--- src/sv/jacobi_3d_six_neighbour_stencil_macros.svh ---
// assertion macros for the 3d jacobi stencil block
// no dependencies; expects clk_i and rst_ni in the including module
`ifndef JACOBI_3D_SIX_NEIGHBOUR_STENCIL_MACROS_SVH
`define JACOBI_3D_SIX_NEIGHBOUR_STENCIL_MACROS_SVH
`ifndef SYNTHESIS
// same-cycle implication
`define J3D_ASSERT_IMP(name, ante, cons, msg) \
  name: assert property (@(posedge clk_i) disable iff (!rst_ni) (ante) |-> (cons)) \
    else $error(msg);
// next-cycle implication
`define J3D_ASSERT_NXT(name, ante, cons, msg) \
  name: assert property (@(posedge clk_i) disable iff (!rst_ni) (ante) |=> (cons)) \
    else $error(msg);
`else
`define J3D_ASSERT_IMP(name, ante, cons, msg)
`define J3D_ASSERT_NXT(name, ante, cons, msg)
`endif
`endif

--- src/sv/j3d_pkg.sv ---
// shared types and constants for the 3d jacobi stencil block
// no dependencies
package j3d_pkg;

  localparam int unsigned DATA_W       = 32;
  localparam int unsigned IDX_W        = 5;
  localparam int unsigned CFG_W        = 6;
  localparam int unsigned MIN_EDGE     = 3;
  localparam int unsigned MAX_EDGE_DEF = 32;
  localparam int unsigned GRID_RESET   = 32;

  // floor(2^32 / 3), used for the divide by three after halving
  localparam int unsigned RECIP_W = 31;
  localparam logic [RECIP_W-1:0] RECIP3 = 31'h5555_5555;

  // the six face neighbours of the output cell
  typedef struct packed {
    logic signed [DATA_W-1:0] cur;       // plane + 1 (arriving word)
    logic signed [DATA_W-1:0] below;     // plane - 1
    logic signed [DATA_W-1:0] row_next;
    logic signed [DATA_W-1:0] row_prev;
    logic signed [DATA_W-1:0] col_next;
    logic signed [DATA_W-1:0] col_prev;
  } win_t;

  // per-word bookkeeping carried down the pipeline
  typedef struct packed {
    logic [IDX_W-1:0]         plane;     // plane of the arriving word
    logic [IDX_W-1:0]         row;
    logic [IDX_W-1:0]         column;
    logic signed [DATA_W-1:0] cur;
    logic signed [DATA_W-1:0] center;
    logic                     boundary;
    logic                     first;     // produces the cell one plane back
    logic                     last_plane;
    logic                     done;
  } item_t;

endpackage

--- src/sv/j3d_avg.sv ---
// five-stage datapath: neighbour sum, magnitude, divide by six with rounding
// depends on j3d_pkg
module j3d_avg (
  input  logic                              clk_i,
  input  logic                              rst_ni,
  input  logic                              en_i,
  input  logic                              valid_i,
  input  j3d_pkg::win_t                     win_i,
  input  j3d_pkg::item_t                    item_i,
  output logic                              valid_o,
  output logic signed [j3d_pkg::DATA_W-1:0] value_o,
  output j3d_pkg::item_t                    item_o
);

  localparam int unsigned DW  = j3d_pkg::DATA_W;
  localparam int unsigned PSW = DW + 2;               // sum of three words
  localparam int unsigned SW  = DW + 3;               // sum of six words
  localparam int unsigned XW  = DW + 1;               // (|sum| + 3) / 2
  localparam int unsigned MW  = XW + j3d_pkg::RECIP_W;

  logic s2_valid_q, s3_valid_q, s4_valid_q, s5_valid_q, s6_valid_q;
  j3d_pkg::item_t s2_item_q, s3_item_q, s4_item_q, s5_item_q, s6_item_q;

  logic signed [PSW-1:0] sum_a_q, sum_b_q;
  logic signed [SW-1:0]  total_q;
  logic [SW-1:0]         mag;
  logic [XW-1:0]         half_q;
  logic                  neg4_q, neg5_q;
  logic [MW-1:0]         prod;
  logic [DW-1:0]         q0_q;
  logic [2:0]            xl_q, rem3;
  logic                  bump;
  logic [DW-1:0]         avg;
  logic signed [DW-1:0]  value_q;

  always_ff @(posedge clk_i or negedge rst_ni) begin
    if (!rst_ni) begin
      s2_valid_q <= 1'b0;
      s3_valid_q <= 1'b0;
      s4_valid_q <= 1'b0;
      s5_valid_q <= 1'b0;
      s6_valid_q <= 1'b0;
    end else if (en_i) begin
      s2_valid_q <= valid_i;
      s3_valid_q <= s2_valid_q;
      s4_valid_q <= s3_valid_q;
      s5_valid_q <= s4_valid_q;
      s6_valid_q <= s5_valid_q;
    end
  end

  // |s| + 3 as one add: negative sums use ~s + 4
  always_comb begin
    if (total_q[SW-1]) begin
      mag = ~total_q + SW'(4);
    end else begin
      mag = total_q + SW'(3);
    end
  end

  assign prod = MW'(half_q) * MW'(j3d_pkg::RECIP3);

  // q0 is floor(x/3) or one below; the remainder fits in three bits
  always_comb begin
    rem3 = xl_q - (q0_q[2:0] + {q0_q[1:0], 1'b0});
    bump = (rem3 >= 3'd3);
    if (neg5_q) begin
      avg = ~q0_q + DW'(!bump);
    end else begin
      avg = q0_q + DW'(bump);
    end
  end

  always_ff @(posedge clk_i) begin
    if (en_i) begin
      sum_a_q   <= PSW'(win_i.cur) + PSW'(win_i.below) + PSW'(win_i.row_next);
      sum_b_q   <= PSW'(win_i.row_prev) + PSW'(win_i.col_next) + PSW'(win_i.col_prev);
      s2_item_q <= item_i;

      total_q   <= SW'(sum_a_q) + SW'(sum_b_q);
      s3_item_q <= s2_item_q;

      half_q    <= mag[XW:1];
      neg4_q    <= total_q[SW-1];
      s4_item_q <= s3_item_q;

      q0_q      <= prod[DW +: DW];
      xl_q      <= half_q[2:0];
      neg5_q    <= neg4_q;
      s5_item_q <= s4_item_q;

      value_q   <= s5_item_q.boundary ? s5_item_q.center : $signed(avg);
      s6_item_q <= s5_item_q;
    end
  end

  assign valid_o = s6_valid_q;
  assign value_o = value_q;
  assign item_o  = s6_item_q;

endmodule

--- config.mk ---
export PLATFORM = sky130hd
export DESIGN_NAME = j3d_avg
export DESIGN_NICKNAME = d
export VERILOG_FILES = /design/src/sv/jacobi_3d_six_neighbour_stencil_macros.svh /design/src/sv/j3d_pkg.sv /design/src/sv/j3d_avg.sv
export SDC_FILE = /design/constraint.sdc
export NUM_CORES = 2
export LEC_CHECK = 0
export BUFFER_PORTS_ARGS = -buffer_cell sky130_fd_sc_hd__buf_2
export CORE_ASPECT_RATIO = 1.1
export CORE_UTILIZATION = 35
export CTS_CLUSTER_SIZE = 40
export DETAILED_ROUTE_END_ITERATION = 6
export GPL_TIMING_DRIVEN = 0
export SETUP_SLACK_MARGIN = 0.3
export SYNTH_ARGS = -nofsm -noshare
export SYNTH_HDL_FRONTEND = slang
export SYNTH_SLANG_ARGS = --single-unit
--- constraint.sdc ---
create_clock -name clk_i -period 8.6 [get_ports clk_i]
set_input_delay 0 -clock clk_i [delete_from_list [all_inputs] [get_ports clk_i]]
set_output_delay 0 -clock clk_i [all_outputs]
set_load 0.02 [all_outputs]
Word level (Yosys, flattened, before mapping)
Index checks and enable logic that the tools add are counted. W data, S select, Z words.

$add $sub $neg: 11. Multiply operators: 1. $lt $le $gt $ge: 1. Multiplexer cells: 3. Bitwise gates (word level): 2. Reductions and logical operators: 1.

Operator list (count): $add A33 B32 Y34 (2); $add A32 B32 Y33 (2); $add A32 B1 Y32 (2); $mul A33 B31 Y64 const B (1); $mux W32 (2); $add A34 B34 Y35 (1); $add A34 B3 Y34 const B (1); $add A34 B4 Y34 const B (1); $mux W34 (1); $not A34 Y34 (1); $not A32 Y32 (1); $add A3 B3 Y3 (1); $ge A3 B2 Y1 const B (1); $sub A3 B3 Y3 (1); $logic_not A1 Y1 (1).

Register bits: 625. Output and inout bits: 116. Word-level logic and storage cells: 78.

Longest topological paths before layout
Depth after elaboration: 7. Mapped depth: 28. Depth with buffers taken out: 28.

Worst setup path after synthesis
No wires, ideal clock.

Path kind: register to register. Start: register half_q[1]. End: register q0_q[31], data pin. Data arrival time: 6.933 ns. Required time: 8.442 ns. Slack: 1.509 ns. Stages on the path, launching flop included: 24. Cell sequence: edfxtp_1 ha_1 xor2_1 ha_1 nand2b_1 fa_1 fa_1 fa_1 fa_1 fa_1 inv_1 fa_1 inv_1 ha_1 and3_1 and3_1 a211oi_1 o21ai_0 a31oi_1 o31ai_1 a21oi_1 o221ai_1 a2111o_1 o211ai_1.

Cells in the longest elaborated chain, start to end: 1.

Ends and longest elaborated chain: start, declared (RTL line j3d_avg.sv:27) `logic [XW-1:0] half_q;`; start signal, assigned (RTL line j3d_avg.sv:83) `half_q <= mag[XW:1];`; $mul A33 B31 Y64 (RTL line j3d_avg.sv:61) `assign prod = MW'(half_q) * MW'(j3d_pkg::RECIP3);`; named net prod[63] (RTL line j3d_avg.sv:29) `logic [MW-1:0] prod;`; end signal, assigned (RTL line j3d_avg.sv:87) `q0_q <= prod[DW +: DW];`; end, declared (RTL line j3d_avg.sv:30) `logic [DW-1:0] q0_q;`.

The timed path passes the listed nets, and every way through them passes these cells. A chain may end at the register's enable or synchronous reset.

Worst setup path in the final report
Start: register half_q[21]. End: register q0_q[23], data pin.

Same word-level chain as after synthesis.

==> flow_metrics.env <==
export IMPL_drive_gt1_frac=0.143
export IMPL_grt_max_degree=127
export IMPL_io_buffer_count=394
export IMPL_routedWlPerCell_um=17.7
export IMPL_io_pins=395
export IMPL_placeableCoreArea_um2=122000
export IMPL_crit_top_cell="fa_1"
export IMPL_slowest_stage="fa_1"
export IMPL_die_h_um=371
export IMPL_hpwl_um=83200
export IMPL_clk_path_buf_depth=3
export IMPL_synthCells=3438
export IMPL_drv_slew=0
export IMPL_start_util=0.355
export IMPL_rsz0062_at_grt="yes"
export IMPL_async_reset_ff_frac=0.00800
export IMPL_synthFlopType="edfxtp_1"
export IMPL_track_usage=0.168
export IMPL_cp_top_family="adder cells"
export IMPL_synth_area_um2=43300
export IMPL_max_slew_margin=0.297
export IMPL_cts_tree="built"
export IMPL_num_vias=27800
export IMPL_cp_required_ns=9.09
export IMPL_antenna_found_initial=0
export IMPL_critical_path_class="flop to flop"
export IMPL_min_path_cells=2
export IMPL_syn_area_per_cell_um2=12.6
export IMPL_numCtsBuffers=70
export IMPL_drv_cap=0
export IMPL_ys_seq_area_frac=0.433
export IMPL_dieArea_um2=125000
export IMPL_whs_ns=0.0529
export IMPL_path_clk_slew_ns=0.06
export IMPL_cts_root_buf="clkbuf_16"
export IMPL_final_cells=5851
export IMPL_num_fill_cells=11500
export IMPL_grt_pass1_wl_um=160000
export IMPL_setup_slack_ns=0.496
export IMPL_grt_ovfl_total=0
export IMPL_max_freq_ghz=0.123
export IMPL_place_ws_ns=-0.861
export IMPL_hold_viol_final=0
export IMPL_path_buf_inv=6
export IMPL_grt_pass1_vias=29000
export IMPL_hold_path_class="input port to flop"
export IMPL_cp_start_kind="flop"
export IMPL_rr_startpoint="half_q[21]$_DFFE_PP_"
export IMPL_drt_iter0_markers=1472
export IMPL_area_growth_pct=21.2
export IMPL_std_cell_rows=134
export IMPL_period_share=0.942
export IMPL_synth_ff_latch_count=625
export IMPL_cp_data_arrival_time_ns=8.60
export IMPL_antenna_cells=0
export IMPL_wl_um=104000
export IMPL_ff2ff_path_depth=24
export IMPL_status="complete, no violations"
export IMPL_synth_nets=4591
export IMPL_regToRegSetupSlack_ns=0.50
export IMPL_drc=0
export IMPL_ys_warn_count=0
export IMPL_final_nets=5318
export IMPL_htree_levels=3
export IMPL_min_from="item_i[23]"
export IMPL_min_to="s2_item_q[23]$_DFFE_PP_"
export IMPL_finClkSkew_ns=0.0271
export IMPL_gp_congestion=0.951
export IMPL_period_minus_slack_ns=8.10
export IMPL_synth_cell_types=67
export IMPL_via_per_inst=4.75
export IMPL_worstPathMaxFanout=7
export IMPL_detail_route_antenna_nets=0
export IMPL_cts_sinks=625
export IMPL_dr_pass1_iters=5
export IMPL_setup_viol_count_final=0
export IMPL_end_kind="flop"
export IMPL_clk_latency_ns=0.67
export IMPL_die_w_um=337
export IMPL_post_place_cells=5469
export IMPL_r2r_end="q0_q[23]$_DFFE_PP_"
export IMPL_critPathMaxStageDelay_ns=0.69
export IMPL_synth_edf_count=620
export IMPL_worst_slew_pin_slew_ns=1.03
export IMPL_crit_path_start="half_q[21]$_DFFE_PP_"
export IMPL_cp_cell_sequence="buf_4, ha_1, fa_1, fa_1, inv_1, fa_1, inv_1, fa_1, fa_1, fa_1, inv_1, fa_1, inv_1, ha_1, clkbuf_1, nand4_1, nor3_1, nor3b_1, a21oi_2, nand3_1, a211o_1, a21oi_1, or3b_2, a41oi_1"
==> routing by layer <==
metal	GRT usage	wire [um]	up-vias	share of wire
met5	0	0	-	0
met4	0.0580	3060	0	0.030
met3	0.0282	4830	138	0.047
met2	0.295	52600	653	0.51
met1	0.207	43000	13700	0.42
li1	-	-	13300	-
==> through the flow <==
step                TNS [ns]   util  instance area [um2]
floorplan                  0      -                43300
global placement    -1174.36  0.387                47300
detailed placement     -4.19  0.389                47400
CTS                        0  0.429                52300
global route               0  0.430                52400
finish                     0  0.430                52400
==> sequential cells by signal, summed over array words and instances (netlist names), 34 cells and up <==
| name | count |
|---|---|
| total_q | 35 |
| s5_item_q | 83 |
| sum_a_q | 34 |
| sum_b_q | 34 |
| s3_item_q | 83 |
| item_o | 83 |
| s4_item_q | 83 |
| s2_item_q | 83 |
==> layout by cell type (no fill, tap or decap), types with 7 or more instances in the layout <==
cell and count:
edfxtp_1 620, inv_1 605, ha_1 449, fa_1 414
buf_2 393, dlygate4sd3_1 220, a21oi_1 180, nand2_1 146
xnor2_1 131, nor2_1 120, o21ai_0 117, xor2_1 80
a21o_1 77, clkbuf_16 70, clkbuf_1 51, and3_1 34
buf_4 33, nand4_1 31, nand3_1 30, o21bai_1 25
and2_1 24, nand2b_1 24, o21a_1 20, a31oi_1 20
nor3_1 19, nor2b_1 18, a211oi_1 17, mux2_2 15
o31ai_1 10, or3_1 10, or4_1 10, clkinv_2 10
clkinv_1 10, ha_2 9, nor4_1 8, and4_1 7
o22ai_1 7, bufinv_16 7
==> what timing repair did <==
item | 4_1_cts | 5_1_grt
setup buffers | 31 | 5
pin swaps | 1 | 2
resized for setup | 14 | 18
hold buffers | 220 | 0
endpoints found under the hold margin | 187 | 0
setup endpoints to repair | 20 | 10
==> worst max path at each step <==
stage                        endpoint  slack, ns  depth (start not counted)
3_5_place_dp       q0_q[31]$_DFFE_PP_      -0.86                         23
2_1_floorplan      q0_q[31]$_DFFE_PP_       1.51                         23
3_3_place_gp   s2_valid_q$_DFFE_PN0P_      -2.68                          2
6_report           q0_q[23]$_DFFE_PP_       0.50                         24
5_1_grt            q0_q[23]$_DFFE_PP_       0.24                         24
4_1_cts            q0_q[23]$_DFFE_PP_       0.31                         24
==> final cells by class <==
class                      instances  area (um2)  share of cell area
timing repair buffer             655        4640              0.0885
multi-input combinational       2163       22200               0.424
inverter                         606        2270              0.0434
sequential                       625       18700               0.357
tap                             1632        2040              0.0389
buffer                            44         169             0.00322
clock inverter                    45         534              0.0102
clock buffer                      81        1800              0.0344
==> cells in the mapped netlist, types with 6 or more instances <==
cell type  count  area share
xor2_1        85       0.017
nor2b_1       18      0.0026
nand2b_1      24      0.0035
ha_1         460        0.13
o21bai_1      25      0.0043
or2_2          6     0.00087
a211oi_1      17      0.0029
nor2_1       120       0.010
inv_1        606       0.053
mux2_2        15      0.0039
edfxtp_1     620        0.43
nor4_1         8      0.0012
a211o_1        6      0.0012
a31oi_1       21      0.0030
nand4_1       31      0.0045
and3_1        34      0.0049
a21o_1        77       0.013
nand2_1      146       0.013
fa_1         414        0.19
o21ai_0      119       0.014
and2_1        24      0.0035
nor3_1        19      0.0022
nand3_1       30      0.0035
or4_1         10      0.0017
and4_1         7      0.0014
or3_1         10      0.0014
o22ai_1        7      0.0010
clkbuf_1      41      0.0036
o31ai_1       11      0.0019
xnor2_1      131       0.027
o21a_1        20      0.0035
a21oi_1      182       0.021
==> cells by family after synthesis <==
family                   count (synthesis)  share of synthesized area
buffers and inverters                  650                     0.0565
AND/OR/NAND/NOR                        500                     0.0571
multiplexers                            19                    0.00483
adder cells (fa/ha/maj)                874                      0.325
AO/OA/AOI/OAI                          554                     0.0802
XOR/XNOR                               216                     0.0437
flip-flops                             625                      0.433
Power is left out: the tool's default activity adds up to more than one toggle a clock period on the data nets, which glitch-free logic cannot reach.
