<file path="config.mk">
export PLATFORM = sky130hd
export DESIGN_NAME = j3d_emit
export DESIGN_NICKNAME = d
export VERILOG_FILES = /design/src/sv/jacobi_3d_six_neighbour_stencil_macros.svh /design/src/sv/j3d_pkg.sv /design/src/sv/j3d_emit.sv
export SDC_FILE = /design/constraint.sdc
export NUM_CORES = 1
export LEC_CHECK = 0
export ABC_AREA = 0
export BUFFER_PORTS_ARGS = -buffer_cell sky130_fd_sc_hd__buf_4
export CAP_MARGIN = 20
export CORE_ASPECT_RATIO = 1.25
export CORE_UTILIZATION = 54
export CTS_CLUSTER_DIAMETER = 150
export DETAILED_ROUTE_END_ITERATION = 8
export PLACE_DENSITY = 0.86
export SLEW_MARGIN = 20
export SYNTH_ARGS = -nofsm -noshare
export SYNTH_HDL_FRONTEND = slang
export SYNTH_SLANG_ARGS = --single-unit
</file>
<file path="constraint.sdc">
create_clock -name clk_i -period 8.5 [get_ports clk_i]
set_clock_uncertainty 0.15 [all_clocks]
set_input_delay 1.275 -clock clk_i [delete_from_list [all_inputs] [get_ports clk_i]]
set_output_delay 1.275 -clock clk_i [all_outputs]
set_load 0.1 [all_outputs]
</file>
<file path="src/sv/jacobi_3d_six_neighbour_stencil_macros.svh">
// assertion macros for the 3d jacobi stencil block
// no dependencies; expects clk_i and rst_ni in the including module
`ifndef JACOBI_3D_SIX_NEIGHBOUR_STENCIL_MACROS_SVH
`define JACOBI_3D_SIX_NEIGHBOUR_STENCIL_MACROS_SVH
`ifndef SYNTHESIS
// same-cycle implication
`define J3D_ASSERT_IMP(name, ante, cons, msg) \
  name: assert property (@(posedge clk_i) disable iff (!rst_ni) (ante) |-> (cons)) \
    else $error(msg);
// next-cycle implication
`define J3D_ASSERT_NXT(name, ante, cons, msg) \
  name: assert property (@(posedge clk_i) disable iff (!rst_ni) (ante) |=> (cons)) \
    else $error(msg);
`else
`define J3D_ASSERT_IMP(name, ante, cons, msg)
`define J3D_ASSERT_NXT(name, ante, cons, msg)
`endif
`endif

</file>
<file path="src/sv/j3d_pkg.sv">
// shared types and constants for the 3d jacobi stencil block
// no dependencies
package j3d_pkg;

  localparam int unsigned DATA_W       = 32;
  localparam int unsigned IDX_W        = 5;
  localparam int unsigned CFG_W        = 6;
  localparam int unsigned MIN_EDGE     = 3;
  localparam int unsigned MAX_EDGE_DEF = 32;
  localparam int unsigned GRID_RESET   = 32;

  // floor(2^32 / 3), used for the divide by three after halving
  localparam int unsigned RECIP_W = 31;
  localparam logic [RECIP_W-1:0] RECIP3 = 31'h5555_5555;

  // the six face neighbours of the output cell
  typedef struct packed {
    logic signed [DATA_W-1:0] cur;       // plane + 1 (arriving word)
    logic signed [DATA_W-1:0] below;     // plane - 1
    logic signed [DATA_W-1:0] row_next;
    logic signed [DATA_W-1:0] row_prev;
    logic signed [DATA_W-1:0] col_next;
    logic signed [DATA_W-1:0] col_prev;
  } win_t;

  // per-word bookkeeping carried down the pipeline
  typedef struct packed {
    logic [IDX_W-1:0]         plane;     // plane of the arriving word
    logic [IDX_W-1:0]         row;
    logic [IDX_W-1:0]         column;
    logic signed [DATA_W-1:0] cur;
    logic signed [DATA_W-1:0] center;
    logic                     boundary;
    logic                     first;     // produces the cell one plane back
    logic                     last_plane;
    logic                     done;
  } item_t;

endpackage

</file>
<file path="src/sv/j3d_emit.sv">
// output register: turns a word into zero, one or two result words
// depends on j3d_pkg
module j3d_emit (
  input  logic                              clk_i,
  input  logic                              rst_ni,
  input  logic                              valid_i,
  input  logic signed [j3d_pkg::DATA_W-1:0] value_i,
  input  j3d_pkg::item_t                    item_i,
  output logic                              ready_o,
  input  logic                              out_ready_i,
  output logic                              out_valid_o,
  output logic [j3d_pkg::IDX_W-1:0]         plane_index_o,
  output logic [j3d_pkg::IDX_W-1:0]         row_index_o,
  output logic [j3d_pkg::IDX_W-1:0]         column_index_o,
  output logic signed [j3d_pkg::DATA_W-1:0] new_value_o,
  output logic                              run_last_o,
  output logic                              grid_done_o
);

  localparam int unsigned IW = j3d_pkg::IDX_W;

  logic out_valid_q, out_valid_d, pend_q, pend_d;
  logic load_first, load_second, move_second;

  logic [IW-1:0] plane_q, row_q, col_q, sec_plane_q;
  logic signed [j3d_pkg::DATA_W-1:0] value_q, sec_value_q;
  logic last_q, done_q, sec_done_q;

  assign ready_o = (!out_valid_q || out_ready_i) && !pend_q;

  always_comb begin
    out_valid_d = out_valid_q;
    pend_d      = pend_q;
    load_first  = 1'b0;
    load_second = 1'b0;
    move_second = 1'b0;
    if (out_valid_q && out_ready_i && pend_q) begin
      move_second = 1'b1;
      pend_d      = 1'b0;
    end else if (ready_o) begin
      if (valid_i && item_i.first) begin
        load_first  = 1'b1;
        out_valid_d = 1'b1;
        pend_d      = item_i.last_plane;
      end else if (valid_i && item_i.last_plane) begin
        load_second = 1'b1;
        out_valid_d = 1'b1;
      end else begin
        out_valid_d = 1'b0;
      end
    end
  end

  always_ff @(posedge clk_i or negedge rst_ni) begin
    if (!rst_ni) begin
      out_valid_q <= 1'b0;
      pend_q      <= 1'b0;
    end else begin
      out_valid_q <= out_valid_d;
      pend_q      <= pend_d;
    end
  end

  always_ff @(posedge clk_i) begin
    if (load_first) begin
      // the cell one plane behind the arriving word
      plane_q     <= item_i.plane - IW'(1);
      row_q       <= item_i.row;
      col_q       <= item_i.column;
      value_q     <= value_i;
      last_q      <= !item_i.last_plane;
      done_q      <= 1'b0;
      sec_plane_q <= item_i.plane;
      sec_value_q <= item_i.cur;
      sec_done_q  <= item_i.done;
    end else if (load_second) begin
      plane_q <= item_i.plane;
      row_q   <= item_i.row;
      col_q   <= item_i.column;
      value_q <= item_i.cur;
      last_q  <= 1'b1;
      done_q  <= item_i.done;
    end else if (move_second) begin
      // last plane word passes through unchanged, same row and column
      plane_q <= sec_plane_q;
      value_q <= sec_value_q;
      last_q  <= 1'b1;
      done_q  <= sec_done_q;
    end
  end

  assign out_valid_o    = out_valid_q;
  assign plane_index_o  = plane_q;
  assign row_index_o    = row_q;
  assign column_index_o = col_q;
  assign new_value_o    = value_q;
  assign run_last_o     = last_q;
  assign grid_done_o    = done_q;

endmodule
</file>
# After elaboration in Yosys (flattened, before gate mapping)
# Cells that the tools add are included.
# totals
reg_bits,89
in_bits,119
out_inout_bits,51
elab_cells,56
# op_classes
addsub,1
n_mux,27
bitwise_logic,1
n_reduce_logical,16
# op_table
cell,count
$mux W32,3
$mux W5,7
$mux W1,17
$reduce_bool A2 Y1,4
$logic_and A1 B1 Y1,5
$sub A5 B1 Y5 const B,1
$reduce_and A2 Y1,2
$logic_not A1 Y1,3
$reduce_bool A3 Y1,1
$logic_or A1 B1 Y1,1
$not A1 Y1,1

# Longest topological paths before layout
# Gate-level depths: netlist of the first run.
# depth
ltp_word,7
ltp_mapped,6
ltp_nobuf,5

# Least setup slack after synthesis of the first run
# Ideal clock, no wire load.
# synth_path
path_kind,input -> register
from,input out_ready_i
to,register sec_done_q (enable)
setup_ps,483
arrival_time_ps,4306
required_time_ps,7867
path_slack_ps,3561
stages,4
n_path_buf,2
path_cell_list,nor2b_2 buf_6 buf_2 nor3_1
# synth_between
elab_chain_len,4
word_cells_on_any_way,6
cone_classes,mux: 2; reduce/logical: 4
# synth_lines
element,line,rtl
start: declaration,j3d_emit.sv:10,"input logic out_ready_i,"
$logic_or A1 B1 Y1,j3d_emit.sv:29,assign ready_o = (!out_valid_q || out_ready_i) && !pend_q;
$logic_and A1 B1 Y1,j3d_emit.sv:29,
$mux W1,j3d_emit.sv:40,end else if (ready_o) begin
$mux W1 *,j3d_emit.sv:37,if (out_valid_q && out_ready_i && pend_q) begin
net load_first,j3d_emit.sv:23,"logic load_first, load_second, move_second;"
end signal: assignment,j3d_emit.sv:75,sec_done_q <= item_i.done;
end: declaration,j3d_emit.sv:27,"logic last_q, done_q, sec_done_q;"
# The timed path passes the listed nets; every way through them passes the cells marked *.
# A chain may end at the register's enable or synchronous reset.

# Worst setup path after layout of the first run
# layout_path
from,input out_ready_i
to,register value_q (netlist bit new_value_o[3]) (enable)
# layout_between
elab_chain_len,5
word_cells_on_any_way,10
cone_classes,mux: 5; reduce/logical: 5
# layout_lines
element,line,rtl
$logic_or A1 B1 Y1,j3d_emit.sv:29,
$logic_and A1 B1 Y1,j3d_emit.sv:29,
$mux W1,j3d_emit.sv:40,
$mux W1,j3d_emit.sv:37,
$reduce_bool A3 Y1 (no line) *,--,
end signal: assignment,j3d_emit.sv:70,value_q <= value_i;
end signal: assignment,j3d_emit.sv:80,value_q <= item_i.cur;
end signal: assignment,j3d_emit.sv:86,value_q <= sec_value_q;
end: declaration,j3d_emit.sv:26,"logic signed [j3d_pkg::DATA_W-1:0] value_q, sec_value_q;"
# Every way passes the cells marked *; elsewhere a longest branch is shown, timed or not.

==> impl_metrics.env, run 1 <==
export IMPL_ant_nets=0
export IMPL_async_flop_share_pct=2.25
export IMPL_drtIter0Drc=267
export IMPL_gp_congestion=0.799
export IMPL_ir_drop_v=0.000308
export IMPL_grt_overflow=0
export IMPL_n_antenna_cell=0
export IMPL_synth_distinct_cells=40
export IMPL_port_buffers=136
export IMPL_yosysMostFrequentCell="edfxtp_1"
export IMPL_fin_crit_ns=3.41
export IMPL_period_share_pct=40.2
export IMPL_yosysWarnings=0
export IMPL_dp_hpwl_um=6720
export IMPL_synthFlopType="edfxtp_1"
export IMPL_grt_pass1_vias=3525
export IMPL_instances_no_fill=581
export IMPL_worst_pin_slew_ns=0.990
export IMPL_slew_violations=0
export IMPL_synth_cell_area_sq_um=4760
export IMPL_hold_start="grid_done_o"
export IMPL_final_nets=579
export IMPL_crit_type="in2reg"
export IMPL_cts_resized=0
export IMPL_crit_path_end_kind="register"
export IMPL_totalWireLength_um=10900
export IMPL_antenna_found_initial=0
export IMPL_setup_viol=0
export IMPL_synth_top_area_cell="edfxtp_1"
export IMPL_synth_top_cell_area_share_pct=54.3
export IMPL_numCtsBuffers=9
export IMPL_status="complete, no violations"
export IMPL_synth_seq_area_share_pct=55.8
export IMPL_clock_sinks=89
export IMPL_synth_edf_count=86
export IMPL_via_per_inst=5.95
export IMPL_drt_first_pass_iters=4
export IMPL_root_buffer="clkbuf_8"
export IMPL_grt_usage_pct=24.4
export IMPL_grt_first_pass_wirelength_um=17100
export IMPL_clk_pin_slew_worst_paths_ns=0.08
export IMPL_hold_buffers=0
export IMPL_synthTopCellsByArea="edfxtp_1, o32ai_2, a211oi_2"
export IMPL_p_per_area_nw_per_um2=304
export IMPL_use_met3_pct=4.08
export IMPL_top_usage_layer="met2"
export IMPL_chipHeight_um=107
export IMPL_die_area_sq_um=9190
export IMPL_ys_ff_latch=89
export IMPL_cts_htree_levels=3
export IMPL_synthesis_nets=467
export IMPL_regToRegStartpoint="out_valid_o"
export IMPL_drive_gt1_share_pct=48.9
export IMPL_cts_tree="built"
export IMPL_crit_required_ns=8.32
export IMPL_critPathArrivalTime_ns=3.23
export IMPL_leakage_nw=2.07
export IMPL_synth_cells=347
export IMPL_core_area_sq_um=8380
export IMPL_crit_fanout=39
export IMPL_dp_cells=565
export IMPL_clk_latency_ns=0.34
export IMPL_syn2layout_area_growth_pct=24.3
export IMPL_power_mw=1.80
export IMPL_rows=37
export IMPL_rsz0062_at_grt="false"
export IMPL_max_freq_ghz=0.293
export IMPL_ctsLongestPathBuffers=2
export IMPL_hp_class="reg2reg"
export IMPL_grt_util_met2_pct=40.8
export IMPL_start_util_pct=56.8
export IMPL_vias=3456
export IMPL_max_slew_margin_rel_pct=33.8
export IMPL_post_cts_buffers=0
export IMPL_yosys_top_cells_count="edfxtp_1, a21oi_1, nor4_1"
export IMPL_avgSynthCellArea_sq_um=13.7
export IMPL_use_met1_pct=31.0
export IMPL_fillers=558
export IMPL_finalHoldViolCount=0
export IMPL_drcViolationCount=0
export IMPL_cp_startpoint="out_ready_i"
export IMPL_hold_ws_ns=0.418
export IMPL_grt_max_degree=74
export IMPL_die_x_um=86.0
export IMPL_ioPinCount=170
export IMPL_cp_start_kind="input pin"
export IMPL_wl_per_cell_um=18.7
export IMPL_fin_setup_tns_ns=0
export IMPL_maxCapViolations=0
## worst paths after layout
| check | to | slack, ns | cells past startpoint |
|---|---|---|---|
| max | new_value_o[3] | 5.09 | 4 |
| min | grid_done_o | 0.42 | 2 |
| max reg2reg | new_value_o[3] | 5.72 | 3 |
| min reg2reg | grid_done_o | 0.42 | 2 |
| max in group asynchronous | out_valid_o | 7.58 | 1 |
| min in group asynchronous | out_valid_o | 0.54 | 1 |
## final cells by class
cell class	instances	area [sq um]	share of cell area, %
timing repair buffer	141	1060	17.9
sequential	89	2650	44.9
tap	117	146	2.48
inverter	5	18.8	0.317
clock inverter	7	61.3	1.04
clock buffer	9	124	2.10
multi-input combinational	213	1850	31.3
## cell usage in the layout (no fill, tap or decap), types with 2 or more instances in the layout
cell / count
a211oi_1: 3
a211oi_2: 33
a21oi_1: 35
a31oi_1: 5
a41o_1: 2
buf_4: 141
clkbuf_8: 9
clkinv_1: 4
dfrtp_1: 2
edfxtp_1: 86
inv_1: 3
inv_2: 2
nand2_1: 4
nand2b_1: 32
nand3_1: 2
nand3b_1: 3
nor2_1: 3
nor2b_1: 2
nor4_1: 35
o21ai_0: 3
o32ai_2: 31
xnor2_1: 2
## where the power goes
part           internal, mW  total [mW]  switching, mW
Combinational         0.199       0.881          0.682
Sequential            0.598       0.639         0.0401
Clock                 0.133       0.278          0.145
## worst max-delay path, cell delays in order
cell      delay [ns]
buf_4           0.12
nand2b_2        0.73
nand3_2         0.27
nand2_2         0.81
## per-layer routing
layer | wire (um) | part of all wire (%) | vias up
met3 | 440 | 4.0 | 10
met1 | 4440 | 41 | 1699
met5 | 0 | 0 | -
li1 | - | - | 1634
met2 | 5850 | 54 | 113
met4 | 138 | 1.3 | 0
## flip-flops by register name, summed over array words and instances (netlist names)
register	count
sec_done_q	1
run_last_o	1
column_index_o	5
row_index_o	5
sec_value_q	32
sec_plane_q	5
grid_done_o	1
plane_index_o	5
out_valid_o	1
new_value_o	32
pend_q	1
## kinds of logic (layout without fill, tap and decap cells)
| logic type | Yosys count | count (layout) | share of synthesized area, % |
|---|---|---|---|
| AO/OA/AOI/OAI | 115 | 115 | 25.4 |
| XOR/XNOR | 2 | 2 | 0.368 |
| AND/OR/NAND/NOR | 94 | 94 | 12.2 |
| buffers and inverters | 45 | 162 | 5.81 |
| adder cells (fa/ha/maj) | 1 | 1 | 0.263 |
| flip-flops | 89 | 89 | 55.8 |
| multiplexers | 1 | 1 | 0.210 |
## metrics by stage
stage / setup WS (ns) / instance area (sq um) / util, %
final: 5.09 / 5910 / 70.6
after global placement: 4.71 / 5730 / 68.3
after global routing: 4.98 / 5910 / 70.6
after CTS: 5.08 / 5910 / 70.6
after floorplan: 3.56 / 4760 / -
after detailed placement: 4.70 / 5730 / 68.3
(Power assumes the default switching activity.)
==> run 2: changes to the inputs <==
- CORE_UTILIZATION: 54 -> 45
- PLACE_DENSITY: 0.86 -> 0.76
- clock period: 8.5 -> 2.9 ns (I/O delays scaled with it)
==> run 2 against run 1 <==
Net effect:
- register-to-register slack worse by 4.8 ns
- sequential share of layout area is 1.9 points lower
- power rose to 3.2 times the previous value
- setup slack got worse by 4.2 ns
- critical path type is now reg2reg
- largest cell class unchanged
- highest routed layer unchanged
==> impl_metrics.env, run 2 (synthesized netlist as in run 1, its figures left out) <==
export IMPL_drive_gt1_share_pct=50.7
export IMPL_crit_slowest_cell="dfrtp_2"
export IMPL_grt_max_degree=69
export IMPL_die_x_um=94.0
export IMPL_drcViolationCount=0
export IMPL_grt_usage_pct=21.6
export IMPL_layout_commonest_cell="buf_4"
export IMPL_drtIter0Drc=168
export IMPL_ctsLongestPathBuffers=2
export IMPL_top_usage_layer="met2"
export IMPL_crit_fanout=23
export IMPL_critPathArrivalTime_ns=1.85
export IMPL_dp_hpwl_um=7850
export IMPL_die_area_sq_um=11000
export IMPL_use_met1_pct=26.5
export IMPL_rows=41
export IMPL_maxCapViolations=0
export IMPL_final_cell_mix="buf_4, edfxtp_1, nor4_1, a21oi_1, a211oi_2"
export IMPL_syn2layout_area_growth_pct=29.8
export IMPL_use_met3_pct=3.81
export IMPL_grt_overflow=0
export IMPL_antenna_found_initial=0
export IMPL_final_core_util_pct=60.5
export IMPL_cts_tree="built"
export IMPL_post_cts_buffers=0
export IMPL_path_cells="nand2b_2 > nand3_2 > nand2_2 > buf_4"
export IMPL_fin_crit_ns=2.00
export IMPL_gp_congestion=0.800
export IMPL_cp_start_kind="register"
export IMPL_fin_setup_tns_ns=0
export IMPL_setup_viol=0
export IMPL_grt_util_met2_pct=37.7
export IMPL_slowest_delay_ns=0.47
export IMPL_hp_class="in2reg"
export IMPL_slew_violations=0
export IMPL_numCtsBuffers=9
export IMPL_ioPinCount=170
export IMPL_start_util_pct=46.6
export IMPL_status="complete, no violations"
export IMPL_final_nets=590
export IMPL_finalHoldViolCount=0
export IMPL_core_area_sq_um=10200
export IMPL_chipHeight_um=117
export IMPL_ant_nets=0
export IMPL_clk_pin_slew_worst_paths_ns=0.06
export IMPL_rsz0062_at_grt="false"
export IMPL_crit_path_end_kind="register"
export IMPL_grt_pass1_vias=3471
export IMPL_totalWireLength_um=11700
export IMPL_n_antenna_cell=0
export IMPL_max_slew_margin_rel_pct=65.0
export IMPL_p_per_area_nw_per_um2=927
export IMPL_leakage_nw=2.19
export IMPL_root_buffer="clkbuf_16"
export IMPL_grt_first_pass_wirelength_um=17800
export IMPL_worst_pin_slew_ns=0.525
export IMPL_wl_per_cell_um=19.3
export IMPL_crit_type="reg2reg"
export IMPL_cts_htree_levels=3
export IMPL_port_buffers=136
export IMPL_period_share_pct=68.8
export IMPL_max_freq_ghz=0.501
export IMPL_clock_sinks=89
export IMPL_clk_latency_ns=0.34
export IMPL_via_per_inst=5.88
export IMPL_ir_drop_v=0.000671
export IMPL_drt_first_pass_iters=4
export IMPL_vias=3552
export IMPL_crit_required_ns=2.75
run 2: critical path: cells and delay by family, from the launching register on:
kind	cells	cell delay, ns
buf+inv	1	0.32
simple gates	3	0.69
flops	1	0.47
run 2: layout make-up:
class	instances	area, sq um
clock inverters	3	40.0
clock buffers	13	260
fillers	833	4030
inverters	5	18.8
well taps	129	161
repair buffers	152	1180
multi-input cells	213	1860
flip-flops and latches	89	2650
run 2: metrics by stage:
| step | power (mW) | std cells | hold slack, ns | setup WS [ns] | cell area [sq um] |
|---|---|---|---|---|---|
| 2_1_floorplan | 4.00 | 347 | -0.0106 | 0.231 | 4770 |
| 3_3_place_gp | 4.52 | 587 | 0.0686 | 0.802 | 5860 |
| 3_5_place_dp | 4.58 | 587 | 0.0701 | 0.777 | 5860 |
| 4_1_cts | 5.76 | 604 | 0.110 | 0.905 | 6170 |
| 5_1_grt | 5.93 | 604 | 0.105 | 0.759 | 6170 |
| 6_report | 5.72 | 604 | 0.123 | 0.905 | 6170 |
run 2: path summary, 6_finish.rpt:
check / from / endpoint / slack, ns / cells after the start
min in group asynchronous: rst_ni / out_valid_o / 0.29 / 2
setup reg to reg: out_valid_o / new_value_o[7] / 0.90 / 4
max in group asynchronous: rst_ni / out_valid_o / 2.21 / 2
setup / recovery: out_valid_o / new_value_o[7] / 0.90 / 4
hold reg to reg: sec_plane_q[2] / plane_index_o[2] / 0.40 / 1
hold / removal: item_i[75] / row_index_o[2] / 0.12 / 1
run 2: report_power, final:
group,internal [mW],switching (mW),leakage [nW]
Combinational,0.638,2.05,1.22
Sequential,1.75,0.105,0.828
Clock,0.713,0.463,0.150
run 2: routing by layer:
layer	wire length [um]	vias to the layer above
met5	0	-
met4	148	0
met3	573	6
met2	6360	125
met1	4600	1766
li1	-	1655
run 2: timing repair:
action,in CTS,in global routing
gates resized for setup,0,0
hold buffers,1,0
endpoints found under the hold margin,2,0
==> run 3: changes to the inputs <==
- ABC_AREA: 0 -> 1
- CORE_UTILIZATION: 45 -> 48
- PLACE_DENSITY: 0.76 -> 0.8
- clock period: 2.9 -> 1.95 ns (I/O delays scaled with it)
==> run 3 against run 2 <==
Net effect:
- the flow now finishes with violations (DRC)
- first-iteration DRC count up 1.2%
- non-clock buffer count up 47
- global-route usage is 2.9 points higher
- power decreased by 35%
- register-to-register slack worse by 0.76 ns
- critical path type unchanged
- largest cell class unchanged
==> impl_metrics.env, run 3 <==
export IMPL_fillers=568
export IMPL_layout_commonest_cell="buf_4"
export IMPL_hold_ws_ns=0.0416
export IMPL_synthFlopType="edfxtp_1"
export IMPL_yosysWarnings=0
export IMPL_synth_top_area_cell="edfxtp_1"
export IMPL_status="complete, but fails checks"
export IMPL_wl_met2_um=5680
export IMPL_gp_congestion=0.797
export IMPL_numCtsBuffers=9
export IMPL_ctsLongestPathBuffers=2
export IMPL_die_x_um=84.5
export IMPL_finalHoldViolCount=0
export IMPL_crit_fanout=10
export IMPL_start_util_pct=49.5
export IMPL_core_area_sq_um=8240
export IMPL_avgSynthCellArea_sq_um=10.9
export IMPL_period_share_pct=92.6
export IMPL_setup_viol=0
export IMPL_wl_per_cell_um=15.2
export IMPL_cts_tree="built"
export IMPL_violations="DRC"
export IMPL_maxCapViolations=0
export IMPL_cp_start_kind="register"
export IMPL_p_per_area_nw_per_um2=627
export IMPL_clk_latency_ns=0.36
export IMPL_totalWireLength_um=10100
export IMPL_synth_seq_area_share_pct=65.0
export IMPL_dr_max_layer_used="met4"
export IMPL_rsz0062_at_grt="false"
export IMPL_root_buffer="clkbuf_8"
export IMPL_grt_overflow=0
export IMPL_wl_met3_um=479
export IMPL_ys_ff_latch=89
export IMPL_worst_pin_slew_ns=0.422
export IMPL_yosys_top_cells_count="edfxtp_1, nand2_1, nand3_1"
export IMPL_ioPinCount=170
export IMPL_hp_class="in2reg"
export IMPL_chipHeight_um=105
export IMPL_crit_required_ns=1.83
export IMPL_final_core_util_pct=72.2
export IMPL_leakage_nw=2.54
export IMPL_fin_setup_tns_ns=0
export IMPL_grt_pass1_vias=3461
export IMPL_slew_violations=0
export IMPL_multi_input_area_sq_um=1140
export IMPL_synth_cells=376
export IMPL_grt_first_pass_wirelength_um=16500
export IMPL_cts_htree_levels=3
export IMPL_dp_hpwl_um=6250
export IMPL_synth_top_cell_area_share_pct=63.3
export IMPL_synthTopCellsByArea="edfxtp_1, nand3_1, nand2_1"
export IMPL_synth_edf_count=86
export IMPL_antenna_found_initial=0
export IMPL_vias=3349
export IMPL_drt_first_pass_iters=7
export IMPL_ant_nets=0
export IMPL_port_buffers=136
export IMPL_drive_gt1_share_pct=31.4
export IMPL_grt_usage_pct=24.5
export IMPL_crit_path_end_kind="register"
export IMPL_grt_max_degree=58
export IMPL_drcViolationCount=7
export IMPL_synth_cell_area_sq_um=4080
export IMPL_max_freq_ghz=0.554
export IMPL_async_flop_share_pct=2.25
export IMPL_synthesis_nets=496
export IMPL_final_nets=682
export IMPL_clock_sinks=89
export IMPL_drt_met1_wl_um=3750
export IMPL_clk_pin_slew_worst_paths_ns=0.09
export IMPL_synth_distinct_cells=23
export IMPL_drtIter0Drc=170
export IMPL_rows=37
export IMPL_fin_crit_ns=1.81
export IMPL_critPathArrivalTime_ns=1.69
export IMPL_regArea_sq_um=2660
export IMPL_max_slew_margin_rel_pct=71.9
export IMPL_power_mw=3.73
export IMPL_crit_type="reg2reg"
export IMPL_n_antenna_cell=0
export IMPL_ir_drop_v=0.000578
export IMPL_via_per_inst=5.04
export IMPL_final_cell_mix="buf_4, edfxtp_1, nand2_1"
export IMPL_die_area_sq_um=8880
export IMPL_yosysMostFrequentCell="edfxtp_1"
export IMPL_syn2layout_area_growth_pct=45.7
run 3: power breakdown:
part	leakage, nW	switching, mW	internal [mW]	total (mW)
sequential	0.804	0.000395	2.08	2.08
combinational	1.63	0.106	0.186	0.293
clock	0.105	0.661	0.695	1.36
run 3: worst max-delay path, stage by stage, from the launching register on:
cell	delay (ns)
dfrtp_4	0.52
nand2_2	0.10
nand2_2	0.09
nor2_1	0.18
nor2_2	0.11
inv_1	0.32
run 3: cells by family after synthesis:
kind of cell    share of synthesized area, %
xor+xnor                               0.215
compound gates                          7.27
flops                                   65.0
buf+inv                                 8.15
fa+ha+maj                              0.307
simple gates                            19.1
run 3: final timing paths:
kind                              from              to  slack (ns)  cells past startpoint
max in group asynchronous       rst_ni     out_valid_o        1.45                      2
min in group asynchronous       rst_ni          pend_q        0.09                      2
setup reg to reg           out_valid_o  row_index_o[2]        0.14                      5
setup / recovery           out_valid_o  row_index_o[2]        0.14                      5
hold reg to reg            grid_done_o     grid_done_o        0.44                      4
hold / removal              value_i[6]  new_value_o[6]        0.04                      3
run 3: layout make-up:
| class | count | area share [%] |
|---|---|---|
| sequential | 89 | 44.7 |
| timing repair buffer | 199 | 27.7 |
| multi-input combinational | 218 | 19.2 |
| inverter | 45 | 2.84 |
| clock buffer | 12 | 2.78 |
| tap | 97 | 2.04 |
| clock inverter | 4 | 0.842 |
run 3: metal layers:
layer | up-vias | global-route usage [%]
li1 | 1649 | -
met1 | 1573 | 27.7
met2 | 114 | 44.6
met3 | 13 | 5.45
met4 | 0 | 9.93
met5 | - | 0
run 3: per-stage QoR:
step / instances / worst slack, ns / instance area, sq um
2_1_floorplan: 376 / 0.0175 / 4110
3_3_place_gp: 598 / 0.206 / 5230
3_5_place_dp: 598 / 0.114 / 5230
4_1_cts: 664 / 0.111 / 5950
5_1_grt: 664 / 0.00900 / 5950
6_report: 664 / 0.144 / 5950
run 3: what timing repair did:
item                                    in CTS  in global routing
endpoints found under the hold margin       50                  0
gates resized for setup                      1                  0
endpoints found under the setup margin       1                  0
hold buffers                                49                  0
buffers inserted                             1                  0
